File: config.mk
export PLATFORM = sky130hd
export DESIGN_NAME = rqv_prod
export DESIGN_NICKNAME = d
export VERILOG_FILES = /design/src/rtl/core/rqv_pkg.sv /design/src/rtl/core/rqv_prod.sv
export SDC_FILE = /design/constraint.sdc
export NUM_CORES = 2
export LEC_CHECK = 0
export BUFFER_PORTS_ARGS = -buffer_cell sky130_fd_sc_hd__buf_2
export CORE_MARGIN = 2
export CORE_UTILIZATION = 35
export DETAILED_ROUTE_END_ITERATION = 16
export SLEW_MARGIN = 20
export SYNTH_ARGS = -nofsm -noshare
export SYNTH_HDL_FRONTEND = slang
export SYNTH_SLANG_ARGS = --single-unit
File: constraint.sdc
create_clock -name clock -period 9.3 [get_ports clock]
set_input_delay 1.86 -clock clock [delete_from_list [all_inputs] [get_ports clock]]
set_output_delay 1.86 -clock clock [all_outputs]
set_load 0.01 [all_outputs]
File: src/rtl/core/rqv_pkg.sv
// shared types, constants and the cordic arctangent table for the rotated quad vertex generator
package rqv_pkg;

   // default geometry
   localparam int COORD_BITS_DEF   = 32;
   localparam int UV_BITS_DEF      = 16;
   localparam int CORDIC_STEPS_DEF = 16;

   // cordic datapath, q2.30 with headroom for the rotation growth
   localparam int CS_BITS     = 34;
   localparam int PHASE_BITS  = 32;
   localparam int ANGLE_BITS  = 16;
   localparam int ATAN_LEN    = 24;
   localparam int ATAN_IDX_W  = 5;
   localparam logic [PHASE_BITS-1:0] CORDIC_GAIN = 32'h26DD3B6A;
   localparam logic [ANGLE_BITS-1:0] QUARTER_TURN = 16'h4000;

   // corner sum rounding: add half, shift by 31
   localparam int ROUND_SHIFT = 31;

   // uv integer bits; the fraction bits lie below this q4 integer part
   localparam int UV_INT_BITS = 4;

   localparam logic [1:0] LAST_CORNER = 2'd3;

   typedef enum logic [1:0] {
      KIND_CREATE_TEX   = 2'd0,
      KIND_CREATE_COLOR = 2'd1,
      KIND_UPDATE_TEX   = 2'd2,
      KIND_UPDATE_COLOR = 2'd3
   } kind_type;

   typedef enum logic [1:0] {
      SPRITE_NONE  = 2'd0,
      SPRITE_TEX   = 2'd1,
      SPRITE_COLOR = 2'd2
   } sprite_type;

   typedef enum logic [2:0] {
      ST_IDLE,
      ST_ROT,
      ST_MUL,
      ST_SUM,
      ST_EMIT,
      ST_ERR
   } state_type;

   typedef struct packed {
      logic busy;
      logic done;
   } unit_stat_type;

   localparam logic [1:0] NSIGN_ZERO = 2'b00;
   localparam logic [1:0] NSIGN_POS  = 2'b01;
   localparam logic [1:0] NSIGN_NEG  = 2'b11;

   // atan(2^-i) as a binary angle, 2^32 per turn
   function automatic logic [PHASE_BITS-1:0] atan_value(input logic [ATAN_IDX_W-1:0] idx);
      logic [PHASE_BITS-1:0] val;
      unique case (idx)
         5'd0:  val = 32'h20000000;
         5'd1:  val = 32'h12E4051E;
         5'd2:  val = 32'h09FB385B;
         5'd3:  val = 32'h051111D4;
         5'd4:  val = 32'h028B0D43;
         5'd5:  val = 32'h0145D7E1;
         5'd6:  val = 32'h00A2F61E;
         5'd7:  val = 32'h00517C55;
         5'd8:  val = 32'h0028BE53;
         5'd9:  val = 32'h00145F2F;
         5'd10: val = 32'h000A2F98;
         5'd11: val = 32'h000517CC;
         5'd12: val = 32'h00028BE6;
         5'd13: val = 32'h000145F3;
         5'd14: val = 32'h0000A2FA;
         5'd15: val = 32'h0000517D;
         5'd16: val = 32'h000028BE;
         5'd17: val = 32'h0000145F;
         5'd18: val = 32'h00000A30;
         5'd19: val = 32'h00000518;
         5'd20: val = 32'h0000028C;
         5'd21: val = 32'h00000146;
         5'd22: val = 32'h000000A3;
         5'd23: val = 32'h00000051;
         default: val = '0;
      endcase
      return val;
   endfunction

endpackage

File: src/rtl/core/rqv_prod.sv
// shared multiplier: forms w*cos, w*sin, h*cos, h*sin one per cycle
module rqv_prod #(
   parameter int COORD_BITS = rqv_pkg::COORD_BITS_DEF
) (
   input  logic                                          clock,
   input  logic                                          reset,
   input  logic                                          start,
   input  logic signed [COORD_BITS-1:0]                  w,
   input  logic signed [COORD_BITS-1:0]                  h,
   input  logic signed [rqv_pkg::CS_BITS-1:0]            c,
   input  logic signed [rqv_pkg::CS_BITS-1:0]            s,
   output logic signed [COORD_BITS+rqv_pkg::CS_BITS-1:0] wc,
   output logic signed [COORD_BITS+rqv_pkg::CS_BITS-1:0] ws,
   output logic signed [COORD_BITS+rqv_pkg::CS_BITS-1:0] hc,
   output logic signed [COORD_BITS+rqv_pkg::CS_BITS-1:0] hs,
   output rqv_pkg::unit_stat_type                        stat
);

   localparam int PROD_W = COORD_BITS + rqv_pkg::CS_BITS;

   logic                     busy_ff, busy_in;
   logic                     done_ff, done_in;
   logic [1:0]               idx_ff, idx_in;
   logic signed [PROD_W-1:0] p_ff [4];

   logic signed [COORD_BITS-1:0]       a_sel;
   logic signed [rqv_pkg::CS_BITS-1:0] b_sel;
   logic signed [PROD_W-1:0]           prod;

   // idx bit 1 picks height, bit 0 picks sine
   always_comb begin
      a_sel = idx_ff[1] ? h : w;
      b_sel = idx_ff[0] ? s : c;
      prod  = PROD_W'(a_sel) * PROD_W'(b_sel);

      busy_in = busy_ff;
      done_in = 1'b0;
      idx_in  = idx_ff;
      if (start) begin
         busy_in = 1'b1;
         idx_in  = '0;
      end else if (busy_ff) begin
         idx_in = idx_ff + 2'd1;
         if (idx_ff == 2'd3) begin
            busy_in = 1'b0;
            done_in = 1'b1;
         end
      end
   end

   always_ff @(posedge clock) begin
      if (reset) begin
         busy_ff <= 1'b0;
         done_ff <= 1'b0;
      end else begin
         busy_ff <= busy_in;
         done_ff <= done_in;
      end
      idx_ff <= idx_in;
      if (busy_ff && !start) begin
         p_ff[idx_ff] <= prod;
      end
   end

   assign wc        = p_ff[0];
   assign ws        = p_ff[1];
   assign hc        = p_ff[2];
   assign hs        = p_ff[3];
   assign stat.busy = busy_ff;
   assign stat.done = done_ff;

endmodule

==> qor.csv <==
metric;value;unit
worst_hold_path.num_cells;2;
period_share;0.980;
hold_slack;0.624;ns
dr_total_vias;34900;
cts_buffers;27;
postCtsHoldBufs;0;
h-tree-depth;1;
regToRegEndpoint;p_ff[2][64]$_DFFE_PP_;
hold_viol;0;
worstMarginPinSlew;0.791;ns
wl_per_cell;22.0;um
slew_headroom;0.473;
setup_viol;0;
clk_pin_slew_worst_paths;0.06;ns
grt_max_degree;67;
synth_ff_type;edfxtp_1;
syn2layout_area_growth;23.2;%
postRouteAntennaNets;0;
ys_seq_elements;268;
post-route-drc-count;0;
synth.area.mux_share;0.0302;
antenna_found_initial;7;
wl;157000;um
synth_fa_ha_area_frac;0.548;
synth-edff-count;264;
avgSynthCellArea;10.3;um2
synthSimpleGateAreaFrac;0.105;
cp_max_fo;10;
synth-xor-area-share;0.0141;
ys_seq_area_frac;0.174;
synth_top_family_by_area;adder cells;
rrSetupSlack;0.26;ns
die_area;135000;um2
die_y;367;um
worst_setup_path_end_kind;register;
core;131000;um2
layout-drive-gt1-share;0.234;
holdPathEnd;idx_ff[0]$_SDFFE_PP0P_;
hp-start;busy_ff$_SDFF_PP0_;
start_util;0.352;
ys_types;65;
hold_path.class;register to register;
grt_pass1_vias;37800;
status;completed;
grt_first_pass_wirelength;235000;um
critPathKind;input port to register;
rr_startpoint;idx_ff[1]$_SDFFE_PP0P_;
track_usage;0.236;
clock-sinks;268;
max_freq;110;MHz
yosys_warnings;0;
synthArstFlopShare;0;
final_nets;6835;
diodes;0;
syn_inst;4465;
min_period;9.12;ns
clock_skew;0.0344;ns
grt_overflow_total;0;
syn-cell-area;46100;um2
dp_hpwl;136000;um
required;9.62;ns
pin_count;401;
r2r_cells;24;
startpoint_type;input port;
synth_compound_area_frac;0.0284;
portBuffers;400;
drt_iter0_drc;2594;
slew_viol_final;0;
arrival;9.44;ns
clk_path_buf_depth;3;
insertion_delay;0.62;ns
synth_nets;5934;
vias_per_cell;4.88;
cts_tree;done;
root_buffer;clkbuf_16;
num_rows;133;
gp_congestion;1.03;
max_cap_viol_count;0;
drtPass1Iterations;6;
die_x;367;um
critical path: stages:
cell and delay (ns):
buf_2 0.11, mux2i_2 0.25, buf_12 0.17, buf_4 0.24, nor2_1 0.11, fa_1 0.46, fa_1 0.60, inv_1 0.07
fa_1 0.39, fa_1 0.54, inv_1 0.06, fa_1 0.55, fa_1 0.59, fa_1 0.45, fa_1 0.57, ha_4 0.23
a21o_1 0.20, a2111oi_4 0.36, o21bai_2 0.11, a21boi_2 0.17, a41oi_4 0.35, o21ai_2 0.09, buf_4 0.17, a221oi_4 0.27
nor3_1 0.08, a311o_1 0.36
cell usage after synthesis (11+ instances only):
library cell  number  area (um2)
a211oi_1          13        97.6
mux2i_1           67         671
xor2_1            18         158
a21oi_1           54         270
buf_1             12        45.0
a21o_1            29         218
nand3_1           15        75.1
nor2_1           593        2230
xnor2_1           56         490
ha_1             192        2400
clkbuf_1         164         616
mux2_2            64         721
o21ai_0           27         135
edfxtp_1         264        7930
nand2_1          567        2130
inv_1           1047        3930
nand4_1           11        68.8
fa_1            1142       22900
cell usage in the layout, fill, tap and decap left out, drive strengths merged, types with 32 or more instances in the layout:
cell type	Yosys	layout
a21oi	55	55
buf	19	1053
clkbuf	164	35
edfxtp	264	264
fa	1142	1142
ha	192	192
inv	1047	1047
mux2	64	64
mux2i	67	67
nand2	567	567
nor2	593	593
o21ai	32	32
xnor2	56	56
registers in the layout (all words and copies together), names as in the netlist:
| name | cells |
|---|---|
| busy_ff | 1 |
| p_ff | 264 |
| idx_ff | 2 |
| done_ff | 1 |
routing by layer:
metal | vias up | wire length (um) | GRT usage
met4 | 4 | 8050 | 0.100
met5 | - | 26 | 0
met1 | 18000 | 58800 | 0.294
met2 | 1496 | 75600 | 0.400
met3 | 348 | 14700 | 0.0487
li1 | 15000 | - | -
kinds of logic (layout without fill, tap and decap cells):
group / count (synthesis) / count (layout)
AOI/OAI and AO/OA: 189 / 189
xor gates and xnor gates: 74 / 74
adders and majority gates: 1334 / 1334
buffers and inverters: 1231 / 2151
DFF: 268 / 268
muxes: 131 / 131
and+or+nand+nor: 1238 / 1238
worst max path at each step:
stage | from | to | slack (ns) | cells after the start
after floorplan | s[33] | p_ff[0][64]$_DFFE_PP_ | 0.03 | 27
after global placement | w[7] | p_ff[1][59]$_DFFE_PP_ | -0.71 | 31
after detailed placement | w[7] | p_ff[2][59]$_DFFE_PP_ | -0.73 | 31
after CTS | h[2] | p_ff[2][64]$_DFFE_PP_ | 0.10 | 25
after global routing | w[5] | p_ff[2][64]$_DFFE_PP_ | -0.01 | 29
final | c[21] | p_ff[2][64]$_DFFE_PP_ | 0.18 | 26
what timing repair did:
action / CTS / global route
buffers inserted: 0 / 10
endpoints found under the hold margin: 0 / 0
setup endpoints to repair: 20 / 72
resized for setup: 1 / 46
pin swaps: 0 / 33
cloned: 0 / 2
final cells by class:
class                           count  area, um2
Timing Repair Buffer             1055       7930
Multi-Input combinational cell   2966      33900
Fill cell                       12800      74300
Tap cell                         1755       2200
Clock buffer                       33        698
Clock inverter                     15        159
Inverter                         1048       3940
Sequential cell                   268       8020
metrics by stage:
step	utilization	worst slack (ns)	setup TNS, ns	cells	cell area, um2
final	0.433	0.184	0	7140	56800
after global routing	0.433	-0.0103	-0.0406	7140	56800
after CTS	0.430	0.105	0	7128	56400
after detailed placement	0.424	-0.727	-42.72	7080	55500
after global placement	0.424	-0.709	-41.74	7080	55500
after floorplan	-	0.0254	0	4465	46200
Power is left out: the tool's default activity adds up to more than one toggle a clock period on the data nets, which glitch-free logic cannot reach.
