<file path="config.mk">
export PLATFORM = sky130hd
export DESIGN_NAME = rqv_cordic
export DESIGN_NICKNAME = d
export VERILOG_FILES = /design/src/rtl/core/rqv_pkg.sv /design/src/rtl/core/rqv_cordic.sv
export SDC_FILE = /design/constraint.sdc
export NUM_CORES = 1
export LEC_CHECK = 0
export BUFFER_PORTS_ARGS = -buffer_cell sky130_fd_sc_hd__buf_2
export CELL_PAD_IN_SITES_DETAIL_PLACEMENT = 1
export CELL_PAD_IN_SITES_GLOBAL_PLACEMENT = 1
export CORE_ASPECT_RATIO = 1.75
export CORE_MARGIN = 1.5
export CORE_UTILIZATION = 49
export CTS_CLUSTER_SIZE = 28
export DETAILED_ROUTE_END_ITERATION = 10
export PLACE_DENSITY_LB_ADDON = 0.1
export SYNTH_ARGS = -nofsm -noshare
export SYNTH_HDL_FRONTEND = slang
export SYNTH_SLANG_ARGS = --single-unit
</file>
<file path="constraint.sdc">
create_clock -name clock -period 9.33 [get_ports clock]
set_input_delay 1.866 -clock clock [delete_from_list [all_inputs] [get_ports clock]]
set_output_delay 1.866 -clock clock [all_outputs]
set_load 0.03 [all_outputs]
</file>
<file path="src/rtl/core/rqv_pkg.sv">
// shared types, constants and the cordic arctangent table for the rotated quad vertex generator
package rqv_pkg;

   // default geometry
   localparam int COORD_BITS_DEF   = 32;
   localparam int UV_BITS_DEF      = 16;
   localparam int CORDIC_STEPS_DEF = 16;

   // cordic datapath, q2.30 with headroom for the rotation growth
   localparam int CS_BITS     = 34;
   localparam int PHASE_BITS  = 32;
   localparam int ANGLE_BITS  = 16;
   localparam int ATAN_LEN    = 24;
   localparam int ATAN_IDX_W  = 5;
   localparam logic [PHASE_BITS-1:0] CORDIC_GAIN = 32'h26DD3B6A;
   localparam logic [ANGLE_BITS-1:0] QUARTER_TURN = 16'h4000;

   // corner sum rounding: add half, shift by 31
   localparam int ROUND_SHIFT = 31;

   // uv integer bits; the fraction bits lie below this q4 integer part
   localparam int UV_INT_BITS = 4;

   localparam logic [1:0] LAST_CORNER = 2'd3;

   typedef enum logic [1:0] {
      KIND_CREATE_TEX   = 2'd0,
      KIND_CREATE_COLOR = 2'd1,
      KIND_UPDATE_TEX   = 2'd2,
      KIND_UPDATE_COLOR = 2'd3
   } kind_type;

   typedef enum logic [1:0] {
      SPRITE_NONE  = 2'd0,
      SPRITE_TEX   = 2'd1,
      SPRITE_COLOR = 2'd2
   } sprite_type;

   typedef enum logic [2:0] {
      ST_IDLE,
      ST_ROT,
      ST_MUL,
      ST_SUM,
      ST_EMIT,
      ST_ERR
   } state_type;

   typedef struct packed {
      logic busy;
      logic done;
   } unit_stat_type;

   localparam logic [1:0] NSIGN_ZERO = 2'b00;
   localparam logic [1:0] NSIGN_POS  = 2'b01;
   localparam logic [1:0] NSIGN_NEG  = 2'b11;

   // atan(2^-i) as a binary angle, 2^32 per turn
   function automatic logic [PHASE_BITS-1:0] atan_value(input logic [ATAN_IDX_W-1:0] idx);
      logic [PHASE_BITS-1:0] val;
      unique case (idx)
         5'd0:  val = 32'h20000000;
         5'd1:  val = 32'h12E4051E;
         5'd2:  val = 32'h09FB385B;
         5'd3:  val = 32'h051111D4;
         5'd4:  val = 32'h028B0D43;
         5'd5:  val = 32'h0145D7E1;
         5'd6:  val = 32'h00A2F61E;
         5'd7:  val = 32'h00517C55;
         5'd8:  val = 32'h0028BE53;
         5'd9:  val = 32'h00145F2F;
         5'd10: val = 32'h000A2F98;
         5'd11: val = 32'h000517CC;
         5'd12: val = 32'h00028BE6;
         5'd13: val = 32'h000145F3;
         5'd14: val = 32'h0000A2FA;
         5'd15: val = 32'h0000517D;
         5'd16: val = 32'h000028BE;
         5'd17: val = 32'h0000145F;
         5'd18: val = 32'h00000A30;
         5'd19: val = 32'h00000518;
         5'd20: val = 32'h0000028C;
         5'd21: val = 32'h00000146;
         5'd22: val = 32'h000000A3;
         5'd23: val = 32'h00000051;
         default: val = '0;
      endcase
      return val;
   endfunction

endpackage

</file>
<file path="src/rtl/core/rqv_cordic.sv">
// iterative cordic rotator: one shift-add step per cycle, gives cos and sin in q2.30
module rqv_cordic #(
   parameter int CORDIC_STEPS = rqv_pkg::CORDIC_STEPS_DEF
) (
   input  logic                                    clock,
   input  logic                                    reset,
   input  logic                                    start,
   input  logic [rqv_pkg::ANGLE_BITS-1:0]          angle,
   output logic signed [rqv_pkg::CS_BITS-1:0]      cos_out,
   output logic signed [rqv_pkg::CS_BITS-1:0]      sin_out,
   output rqv_pkg::unit_stat_type                  stat
);

   localparam int CS     = rqv_pkg::CS_BITS;
   localparam int STEP_W = (CORDIC_STEPS > 1) ? $clog2(CORDIC_STEPS) : 1;
   localparam logic [STEP_W-1:0] LAST_STEP = STEP_W'(CORDIC_STEPS - 1);

   logic                 busy_ff, busy_in;
   logic                 done_ff, done_in;
   logic                 flip_ff, flip_in;
   logic [STEP_W-1:0]    step_ff, step_in;
   logic signed [CS-1:0] x_ff, x_in;
   logic signed [CS-1:0] y_ff, y_in;
   logic signed [CS-1:0] z_ff, z_in;
   logic signed [CS-1:0] cos_ff, cos_in;
   logic signed [CS-1:0] sin_ff, sin_in;

   logic [rqv_pkg::ANGLE_BITS-1:0] fold_sum;
   logic [rqv_pkg::ANGLE_BITS-1:0] angle_f;
   logic signed [CS-1:0]           dx, dy, da;
   logic                           z_neg;

   always_comb begin
      fold_sum = angle + rqv_pkg::QUARTER_TURN;
      angle_f  = {angle[rqv_pkg::ANGLE_BITS-1] ^ fold_sum[rqv_pkg::ANGLE_BITS-1],
                  angle[rqv_pkg::ANGLE_BITS-2:0]};
      dx    = y_ff >>> step_ff;
      dy    = x_ff >>> step_ff;
      da    = signed'({{(CS-rqv_pkg::PHASE_BITS){1'b0}},
                       rqv_pkg::atan_value(rqv_pkg::ATAN_IDX_W'(step_ff))});
      z_neg = z_ff[CS-1];

      busy_in = busy_ff;
      done_in = 1'b0;
      flip_in = flip_ff;
      step_in = step_ff;
      x_in    = x_ff;
      y_in    = y_ff;
      z_in    = z_ff;
      cos_in  = cos_ff;
      sin_in  = sin_ff;

      if (start) begin
         busy_in = 1'b1;
         flip_in = fold_sum[rqv_pkg::ANGLE_BITS-1];
         step_in = '0;
         x_in    = signed'(CS'(rqv_pkg::CORDIC_GAIN));
         y_in    = '0;
         z_in    = signed'({{(CS-rqv_pkg::PHASE_BITS){angle_f[rqv_pkg::ANGLE_BITS-1]}},
                            angle_f, {(rqv_pkg::PHASE_BITS-rqv_pkg::ANGLE_BITS){1'b0}}});
      end else if (busy_ff) begin
         if (z_neg) begin
            x_in = x_ff + dx;
            y_in = y_ff - dy;
            z_in = z_ff + da;
         end else begin
            x_in = x_ff - dx;
            y_in = y_ff + dy;
            z_in = z_ff - da;
         end
         step_in = step_ff + STEP_W'(1);
         if (step_ff == LAST_STEP) begin
            busy_in = 1'b0;
            done_in = 1'b1;
            cos_in  = flip_ff ? -x_in : x_in;
            sin_in  = flip_ff ? -y_in : y_in;
         end
      end
   end

   always_ff @(posedge clock) begin
      if (reset) begin
         busy_ff <= 1'b0;
         done_ff <= 1'b0;
      end else begin
         busy_ff <= busy_in;
         done_ff <= done_in;
      end
      flip_ff <= flip_in;
      step_ff <= step_in;
      x_ff    <= x_in;
      y_ff    <= y_in;
      z_ff    <= z_in;
      cos_ff  <= cos_in;
      sin_ff  <= sin_in;
   end

   assign cos_out   = cos_ff;
   assign sin_out   = sin_ff;
   assign stat.busy = busy_ff;
   assign stat.done = done_ff;

endmodule

</file>
==> Flow_metrics.wiki, run 1 <==
{| class="wikitable"
! Metric !! Value
|-
| Post-synthesis sequential area ratio || 25.3%
|-
| Clock skew after layout || 0.0108 ns
|-
| I/O pin count || 89
|-
| Violation count after the first detailed-routing iteration || ~840
|-
| Static power due to leakage || approximately 8.4 nW
|-
| Class of the tightest hold or removal check || reg -> reg
|-
| Flops & latches, synth || approximately 210
|-
| CP arrival || 8.81 ns
|-
| Post-CTS setup buffers || 0
|-
| Gr ovfl total || 0
|-
| Number of placement rows || 97
|-
| Clk pin slew, worst setup/hold paths || 0.06 ns
|-
| Post-Synthesis Cell Area || 19800 um2
|-
| Placeable core region || 39900 um2
|-
| Slew margin rel. || between 10% and 20%
|-
| Slowest cell on the critical path || sky130_fd_sc_hd__a2111oi_0
|-
| Kind of start point of the critical path || flop
|-
| Commonest non-fill, non-tap cell in the layout || sky130_fd_sc_hd__nand2_1
|-
| TritonCTS clock tree || done
|-
| Clock Root Buffer || sky130_fd_sc_hd__clkbuf_16
|-
| Power per standard cell area || roughly 430 nW/um2
|-
| Pin count of the biggest net entering global routing || between 60 and 70
|-
| Fillers || 4764
|-
| Residual antenna-violating net count after detailed routing || 0
|-
| Number of endpoints failing setup at the final stage || 0
|-
| Least-Margin Pin Slew || ~1.3 ns
|-
| Register-to-register path setup slack || approximately 0.82 ns
|-
| IR drop worst, VDD || 221 uV
|-
| Maximum buffer depth of the clock tree || 3
|-
| Largest stage delay on the critical path || 1.11 ns
|-
| Final number of hold-violating endpoints || 0
|-
| Setup tns final || 0 ns
|-
| Post-synth ARST share || 0%
|-
| Crit path capture type || flop
|-
| Post-synthesis to final-layout area growth || 6.66%
|-
| Buffers plus inverters on the worst setup path || 1
|-
| Starting density of the core || 49.6%
|-
| First-pass GRT wire length || between 100000 and 150000 um
|-
| Nets@finish || roughly 2400
|-
| Average cell area after synthesis || ~8.7 um2
|-
| Syn_nets || 2401
|-
| Yosys Warn Count || 0
|-
| TritonCTS buffer count || 24
|-
| Number of port buffers || between 80 and 90
|-
| Max capacitance violation total || 0
|-
| Worst-path fanout max || 44
|-
| Reg-to-reg critical path endpoint || cos_out[33]$_DFFE_PP_
|-
| Total detailed-routing wirelength || 68500 um
|-
| Hold path start || z_ff[15]$_SDFFE_PP0P_
|-
| Horizontal extent of the die || approximately 150 um
|-
| Die extent in y || 269 um
|-
| Post-detailed-route DRC marker count || 0
|-
| Synthesized netlist cell count || 2267
|-
| Routed vias || 18100
|-
| Number of vias per cell after detailed routing || 6.47
|-
| Classification of the worst setup path || reg -> reg
|-
| Dominant synthesized flop cell || sky130_fd_sc_hd__dfxtp_1
|-
| Later-pin clock latency in the skew report || 0.56 ns
|-
| Time the worst path needs with I/O delays and setup || 8.51 ns
|-
| Final Power || 0.00911 W
|-
| Half-perimeter wire length of the detailed placement result || between 50000 and 60000 um
|-
| Initial antenna violation count || 0
|-
| Die ar. || around 42000 um2
|-
| Critical path's top delay family || compound AO/OA/AOI/OAI gates
|-
| Clock sink count || roughly 210
|-
| Final Slew Violations || 0
|-
| Required time reported for the critical path endpoint || 9.63 ns
|-
| Fraction of final layout cells sized beyond drive strength 1 || 12.7%
|-
| Outcome || finished, final reports clean
|-
| CTS Hold Bufs || 0
|-
| Tcrit/Tclk final || 91.2%
|-
| GR Util All Layers || 32.7%
|-
| Worst flop-to-flop path startpoint || step_ff[2]$_SDFFE_PP0P_
|-
| Drt wl/cell || about 25 um
|-
| Worst reg2reg path depth || 21
|-
| Number of distinct library cells after synthesis || 113
|-
| Depth of the worst hold-timing path || 2
|-
| Hold Path Sink || z_ff[15]$_SDFFE_PP0P_
|-
| Final weighted congestion in routability-driven placement || 0.918
|-
| Unrepaired setup endpoints after global routing || no
|-
| Critical path cell sequence || buf_4 > mux4_2 > mux2i_1 > nand4_1 > a2111oi_4 > nand4_1 > nor4_2 > a21oi_1 > xor2_1 > nor2_1 > a21oi_1 > ha_1 > and4_1 > nand3_1 > a2111oi_0 > nor2_1 > o21a_1 > xnor2_1 > or4_1 > o41ai_1 > xnor2_1
|-
| Antenna diodes || 0
|-
| Top library cells by usage in the layout, fill and taps aside || sky130_fd_sc_hd__nand2_1 (225), sky130_fd_sc_hd__a21oi_1 (193), sky130_fd_sc_hd__nor2_1 (184)
|-
| Number of flops mapped to enable cells by yosys || slightly below 90
|-
| Drt first pass iters || 5
|-
| CTS HTree Levels || 1
|-
| Maximum frequency from static timing analysis || 118 MHz
|-
| Post-CTS sizing || 0
|-
| Number of global-route vias before repair || a little under 20000
|}
==> how the worst max path moves through the flow <==
| stage | start | end | slack, ns | cells after the start |
|---|---|---|---|---|
| 6_report | step_ff[2]$_SDFFE_PP0P_ | cos_out[33]$_DFFE_PP_ | 0.82 | 21 |
| 5_1_grt | step_ff[2]$_SDFFE_PP0P_ | cos_out[33]$_DFFE_PP_ | 0.60 | 21 |
| 4_1_cts | step_ff[2]$_SDFFE_PP0P_ | cos_out[33]$_DFFE_PP_ | 0.90 | 21 |
| 3_5_place_dp | step_ff[2]$_SDFFE_PP0P_ | cos_out[33]$_DFFE_PP_ | 0.96 | 21 |
| 3_3_place_gp | step_ff[2]$_SDFFE_PP0P_ | cos_out[33]$_DFFE_PP_ | 1.06 | 21 |
| 2_1_floorplan | step_ff[3]$_SDFFE_PP0P_ | sin_out[33]$_DFFE_PP_ | 2.71 | 28 |
==> registers in the layout (all words and copies together) (netlist names) <==
name,flops
z_ff,34
busy_ff,1
flip_ff,1
cos_out,34
x_ff,34
da,30
sin_out,34
y_ff,34
done_ff,1
step_ff,4
==> area by class of cell <==
type	instances	area, um2	area share, %
sequential	207	5030	23.8
timing repair buffer	107	583	2.76
multi-input combinational	1873	13900	65.7
tap	495	619	2.93
clock inverter	7	42.5	0.202
clock buffer	37	731	3.46
inverter	64	240	1.14
==> logic make-up after synthesis <==
kind of cell	share of synthesized area, %
muxes	14.1
and+or+nand+nor	16.1
xor gates and xnor gates	10.6
AOI/OAI and AO/OA	21.9
adders and majority gates	7.38
buffers and inverters	4.70
DFF	25.3
==> per-layer routing <==
metal / global-route usage (%) / part of all wire, % / vias to the layer above
met5: 0 / 0 / -
met4: 22.1 / 7.0 / 0
met3: 3.42 / 3.3 / 227
met2: 65.6 / 56 / 427
met1: 30.7 / 34 / 8978
li1: - / - / 8433
==> Yosys cell counts, types with 25 or more instances <==
| cell | instances | area, um2 |
|---|---|---|
| sky130_fd_sc_hd__nor3_1 | 43 | 215 |
| sky130_fd_sc_hd__nor2_1 | 187 | 702 |
| sky130_fd_sc_hd__xnor2_1 | 151 | 1320 |
| sky130_fd_sc_hd__edfxtp_1 | 87 | 2610 |
| sky130_fd_sc_hd__clkbuf_1 | 73 | 274 |
| sky130_fd_sc_hd__mux2i_1 | 79 | 791 |
| sky130_fd_sc_hd__nand3_1 | 43 | 215 |
| sky130_fd_sc_hd__o21ai_0 | 151 | 756 |
| sky130_fd_sc_hd__mux2_2 | 36 | 405 |
| sky130_fd_sc_hd__nand2_1 | 225 | 845 |
| sky130_fd_sc_hd__a21oi_1 | 193 | 966 |
| sky130_fd_sc_hd__a21o_1 | 49 | 368 |
| sky130_fd_sc_hd__nor2b_1 | 25 | 156 |
| sky130_fd_sc_hd__mux4_2 | 62 | 1400 |
| sky130_fd_sc_hd__o31ai_1 | 30 | 225 |
| sky130_fd_sc_hd__a211oi_1 | 26 | 195 |
| sky130_fd_sc_hd__dfxtp_1 | 120 | 2400 |
| sky130_fd_sc_hd__inv_1 | 59 | 221 |
| sky130_fd_sc_hd__ha_1 | 112 | 1400 |
| sky130_fd_sc_hd__xor2_1 | 83 | 727 |
==> worst register-to-register path, cell delays in order, from the launching register on <==
cell and delay (ns):
sky130_fd_sc_hd__dfxtp_4 0.69, sky130_fd_sc_hd__buf_4 0.52, sky130_fd_sc_hd__mux4_2 0.44, sky130_fd_sc_hd__mux2i_1 0.40
sky130_fd_sc_hd__nand4_1 0.27, sky130_fd_sc_hd__a2111oi_4 0.58, sky130_fd_sc_hd__nand4_1 0.34, sky130_fd_sc_hd__nor4_2 0.67
sky130_fd_sc_hd__a21oi_1 0.17, sky130_fd_sc_hd__xor2_1 0.17, sky130_fd_sc_hd__nor2_1 0.09, sky130_fd_sc_hd__a21oi_1 0.06
sky130_fd_sc_hd__ha_1 0.42, sky130_fd_sc_hd__and4_1 0.26, sky130_fd_sc_hd__nand3_1 0.19, sky130_fd_sc_hd__a2111oi_0 1.11
sky130_fd_sc_hd__nor2_1 0.22, sky130_fd_sc_hd__o21a_1 0.30, sky130_fd_sc_hd__xnor2_1 0.19, sky130_fd_sc_hd__or4_1 0.58
sky130_fd_sc_hd__o41ai_1 0.46, sky130_fd_sc_hd__xnor2_1 0.11
==> stage by stage <==
stage | worst slack [ns] | hold slack, ns | util (%) | cells | area [um2]
finish | 0.823 | 0.480 | 52.9 | 2790 | 21100
global route | 0.601 | 0.521 | 52.9 | 2790 | 21100
CTS | 0.897 | 0.479 | 52.9 | 2790 | 21100
detailed placement | 0.964 | 0.464 | 50.9 | 2746 | 20300
global placement | 1.06 | 0.454 | 50.9 | 2746 | 20300
floorplan | 2.71 | 0.432 | - | 2267 | 19800
==> report_power, final <==
| group | internal [W] | total (W) | switching [W] |
|---|---|---|---|
| Clock | 0.000539 | 0.000964 | 0.000425 |
| Sequential | 0.00130 | 0.00161 | 0.000307 |
| Combinational | 0.00255 | 0.00654 | 0.00398 |
| Total | 0.00440 | 0.00911 | 0.00471 |
Note: power is estimated with default switching activity, not from simulation.
==> run 2: changes to the inputs <==
- CORE_MARGIN: 1.5 -> not set
- MAX_ROUTING_LAYER: not set -> met4
==> Flow_metrics.wiki, run 2 (synthesis results as in run 1) <==
{| class="wikitable"
! Metric !! Value
|-
| Outcome || finished, final reports clean
|-
| Number of vias per cell after detailed routing || 6.49 (+0.24%)
|-
| Classification of the worst setup path || reg -> reg
|-
| Routed vias || 18100 (+0.061%)
|-
| Least-Margin Pin Slew || 1.28 ns (-0.000368 ns)
|-
| Post-detailed-route DRC marker count || 0 (unchanged)
|-
| Die ar. || 41200 um2 (-1.0%)
|-
| Post-synthesis to final-layout area growth || 6.68% (about the same)
|-
| Kind of start point of the critical path || flop
|-
| Tcrit/Tclk final || 90.7% (-0.44 points)
|-
| End-of-flow core utilization || 52.9% (about the same)
|-
| Later-pin clock latency in the skew report || 0.56 ns (about the same)
|-
| Die extent in y || 268 um (-0.37%)
|-
| Clock sink count || 207 (unchanged)
|-
| Post-route cell area || 21100 um2 (about the same)
|-
| Final weighted congestion in routability-driven placement || 0.926 (+0.86%)
|-
| CTS HTree Levels || 1 (unchanged)
|-
| Required time reported for the critical path endpoint || 9.63 ns (about the same)
|-
| CTS Hold Bufs || 0 (unchanged)
|-
| Number of global-route vias before repair || 19200 (-1.6%)
|-
| Global-route met2 utilization || 66.1% (+0.49 points)
|-
| Class of the tightest hold or removal check || reg -> reg
|-
| Placeable core region || 39900 um2 (unchanged)
|-
| GR Util All Layers || 33.9% (+1.2 points)
|-
| Top library cells by usage in the layout, fill and taps aside || sky130_fd_sc_hd__nand2_1 (225), sky130_fd_sc_hd__a21oi_1 (193), sky130_fd_sc_hd__nor2_1 (184)
|-
| Total detailed-routing wirelength || 68100 um (-0.50%)
|-
| Drt wl/cell || 24.5 um (-0.32%)
|-
| Initial antenna violation count || 0 (unchanged)
|-
| Post-placement cell area || 20300 um2 (about the same)
|-
| Drt first pass iters || 5 (unchanged)
|-
| Fillers || 4743 (-0.44%)
|-
| Nets@finish || 2408 (-0.12%)
|-
| I/O pin count || 89 (unchanged)
|-
| Final number of hold-violating endpoints || 0 (unchanged)
|-
| Slew margin rel. || 12.4% (+0.025 points)
|-
| Clock Root Buffer || sky130_fd_sc_hd__clkbuf_16
|-
| Pin count of the biggest net entering global routing || 79 (+14%)
|-
| Crit path capture type || flop
|-
| Clock skew after layout || 0.0146 ns (+0.00375 ns)
|-
| Residual antenna-violating net count after detailed routing || 0 (unchanged)
|-
| Met1 global-route usage || 30.4% (-0.31 points)
|-
| IR drop worst, VDD || 186 uV (-16%)
|-
| Post-CTS setup buffers || 0 (unchanged)
|-
| Global routing met3 resource utilization || 3.53% (+0.11 points)
|-
| Maximum buffer depth of the clock tree || 3 (unchanged)
|-
| Highest-utilization routing layer at the global route stage || met2
|-
| Unrepaired setup endpoints after global routing || no
|-
| Half-perimeter wire length of the detailed placement result || 51700 um (-0.87%)
|-
| Time the worst path needs with I/O delays and setup || 8.47 ns (-0.0406 ns)
|-
| Gr ovfl total || 0 (unchanged)
|-
| Setup tns final || 0 ns (unchanged)
|-
| Clk pin slew, worst setup/hold paths || 0.07 ns (about the same)
|-
| Static power due to leakage || 8.39 nW (-0.14%)
|-
| Post-CTS sizing || 0 (unchanged)
|-
| TritonCTS clock tree || done
|-
| Commonest non-fill, non-tap cell in the layout || sky130_fd_sc_hd__nand2_1
|-
| Horizontal extent of the die || 154 um (-0.65%)
|-
| Starting density of the core || 49.6% (unchanged)
|-
| Max capacitance violation total || 0 (unchanged)
|-
| Final Slew Violations || 0 (unchanged)
|-
| TritonCTS buffer count || 23 (-4.2%)
|-
| Power per standard cell area || 433 nW/um2 (+0.41%)
|-
| CP arrival || 8.76 ns (-0.05 ns)
|-
| Maximum frequency from static timing analysis || 118 MHz (+0.48%)
|-
| Violation count after the first detailed-routing iteration || 716 (-15%)
|-
| Area occupied by multi-input gates || 13900 um2 (unchanged)
|-
| First-pass GRT wire length || 105000 um (-1.1%)
|-
| Storage element area || 5030 um2 (unchanged)
|-
| Fraction of final layout cells sized beyond drive strength 1 || 12.5% (-0.19 points)
|-
| Worst-path fanout max || 58 (+32%)
|-
| Number of port buffers || 88 (unchanged)
|-
| Number of placement rows || 97 (unchanged)
|-
| Antenna diodes || 0 (unchanged)
|-
| Number of endpoints failing setup at the final stage || 0 (unchanged)
|}
[run 2: changes by cell type in the layout (fill, tap and decap cells not counted), sizes merged]
cell	delta
inv	-1
clkbuf	-8
clkinv	+1
clkinvlp	+1
buf	-2
bufinv	+4
[run 2: path summary, 6_finish.rpt]
check	startpoint	to	slack, ns	cells past startpoint
max	step_ff[1]$_SDFFE_PP0P_	cos_out[33]$_DFFE_PP_	0.86	20
min	z_ff[15]$_SDFFE_PP0P_	z_ff[15]$_SDFFE_PP0P_	0.48	2
max reg2reg	step_ff[1]$_SDFFE_PP0P_	cos_out[33]$_DFFE_PP_	0.86	20
min reg2reg	z_ff[15]$_SDFFE_PP0P_	z_ff[15]$_SDFFE_PP0P_	0.48	2
[run 2: cell type report]
| class | count | share of cell area, % |
|---|---|---|
| Clock inverter | 12 | 0.782 |
| Multi-Input combinational cell | 1873 | 65.7 |
| Sequential cell | 207 | 23.8 |
| Tap cell | 495 | 2.93 |
| Timing Repair Buffer | 105 | 2.69 |
| Clock buffer | 29 | 2.97 |
| Inverter | 64 | 1.14 |
[run 2: routing by layer]
layer | up-vias | part of all wire (%)
li1 | 8409 | -
met1 | 8910 | 34
met2 | 492 | 55
met3 | 265 | 3.8
met4 | 0 | 7.5
met5 | - | 0
[run 2: stage by stage]
step	hold WS [ns]	setup WS, ns	power, W	std cells
6_report	0.483	0.864	0.00915	2785
5_1_grt	0.522	0.706	0.00980	2785
4_1_cts	0.481	1.03	0.00912	2785
3_5_place_dp	0.465	1.08	0.00806	2744
3_3_place_gp	0.451	1.08	0.00788	2744
2_1_floorplan	0.432	2.71	0.00641	2267
[run 2: power by group]
group	switching [W]	internal (W)
registers	0.000306	0.00130
clock network	0.000414	0.000586
logic	0.00399	0.00255
total	0.00471	0.00444
[run 2: worst max-delay path: stages (launching register included)]
cell and delay [ns]:
sky130_fd_sc_hd__dfxtp_4 0.87, sky130_fd_sc_hd__mux4_2 0.65, sky130_fd_sc_hd__mux2i_1 0.35, sky130_fd_sc_hd__nand4_1 0.29, sky130_fd_sc_hd__a2111oi_4 0.60, sky130_fd_sc_hd__nand4_1 0.39, sky130_fd_sc_hd__nor4_2 0.57, sky130_fd_sc_hd__a21oi_1 0.15
sky130_fd_sc_hd__xor2_1 0.17, sky130_fd_sc_hd__nor2_1 0.09, sky130_fd_sc_hd__a21oi_1 0.06, sky130_fd_sc_hd__ha_1 0.43, sky130_fd_sc_hd__and4_1 0.25, sky130_fd_sc_hd__nand3_1 0.21, sky130_fd_sc_hd__a2111oi_0 1.12, sky130_fd_sc_hd__nor2_1 0.27
sky130_fd_sc_hd__o21a_1 0.30, sky130_fd_sc_hd__xnor2_1 0.20, sky130_fd_sc_hd__or4_1 0.57, sky130_fd_sc_hd__o41ai_1 0.52, sky130_fd_sc_hd__xnor2_1 0.13
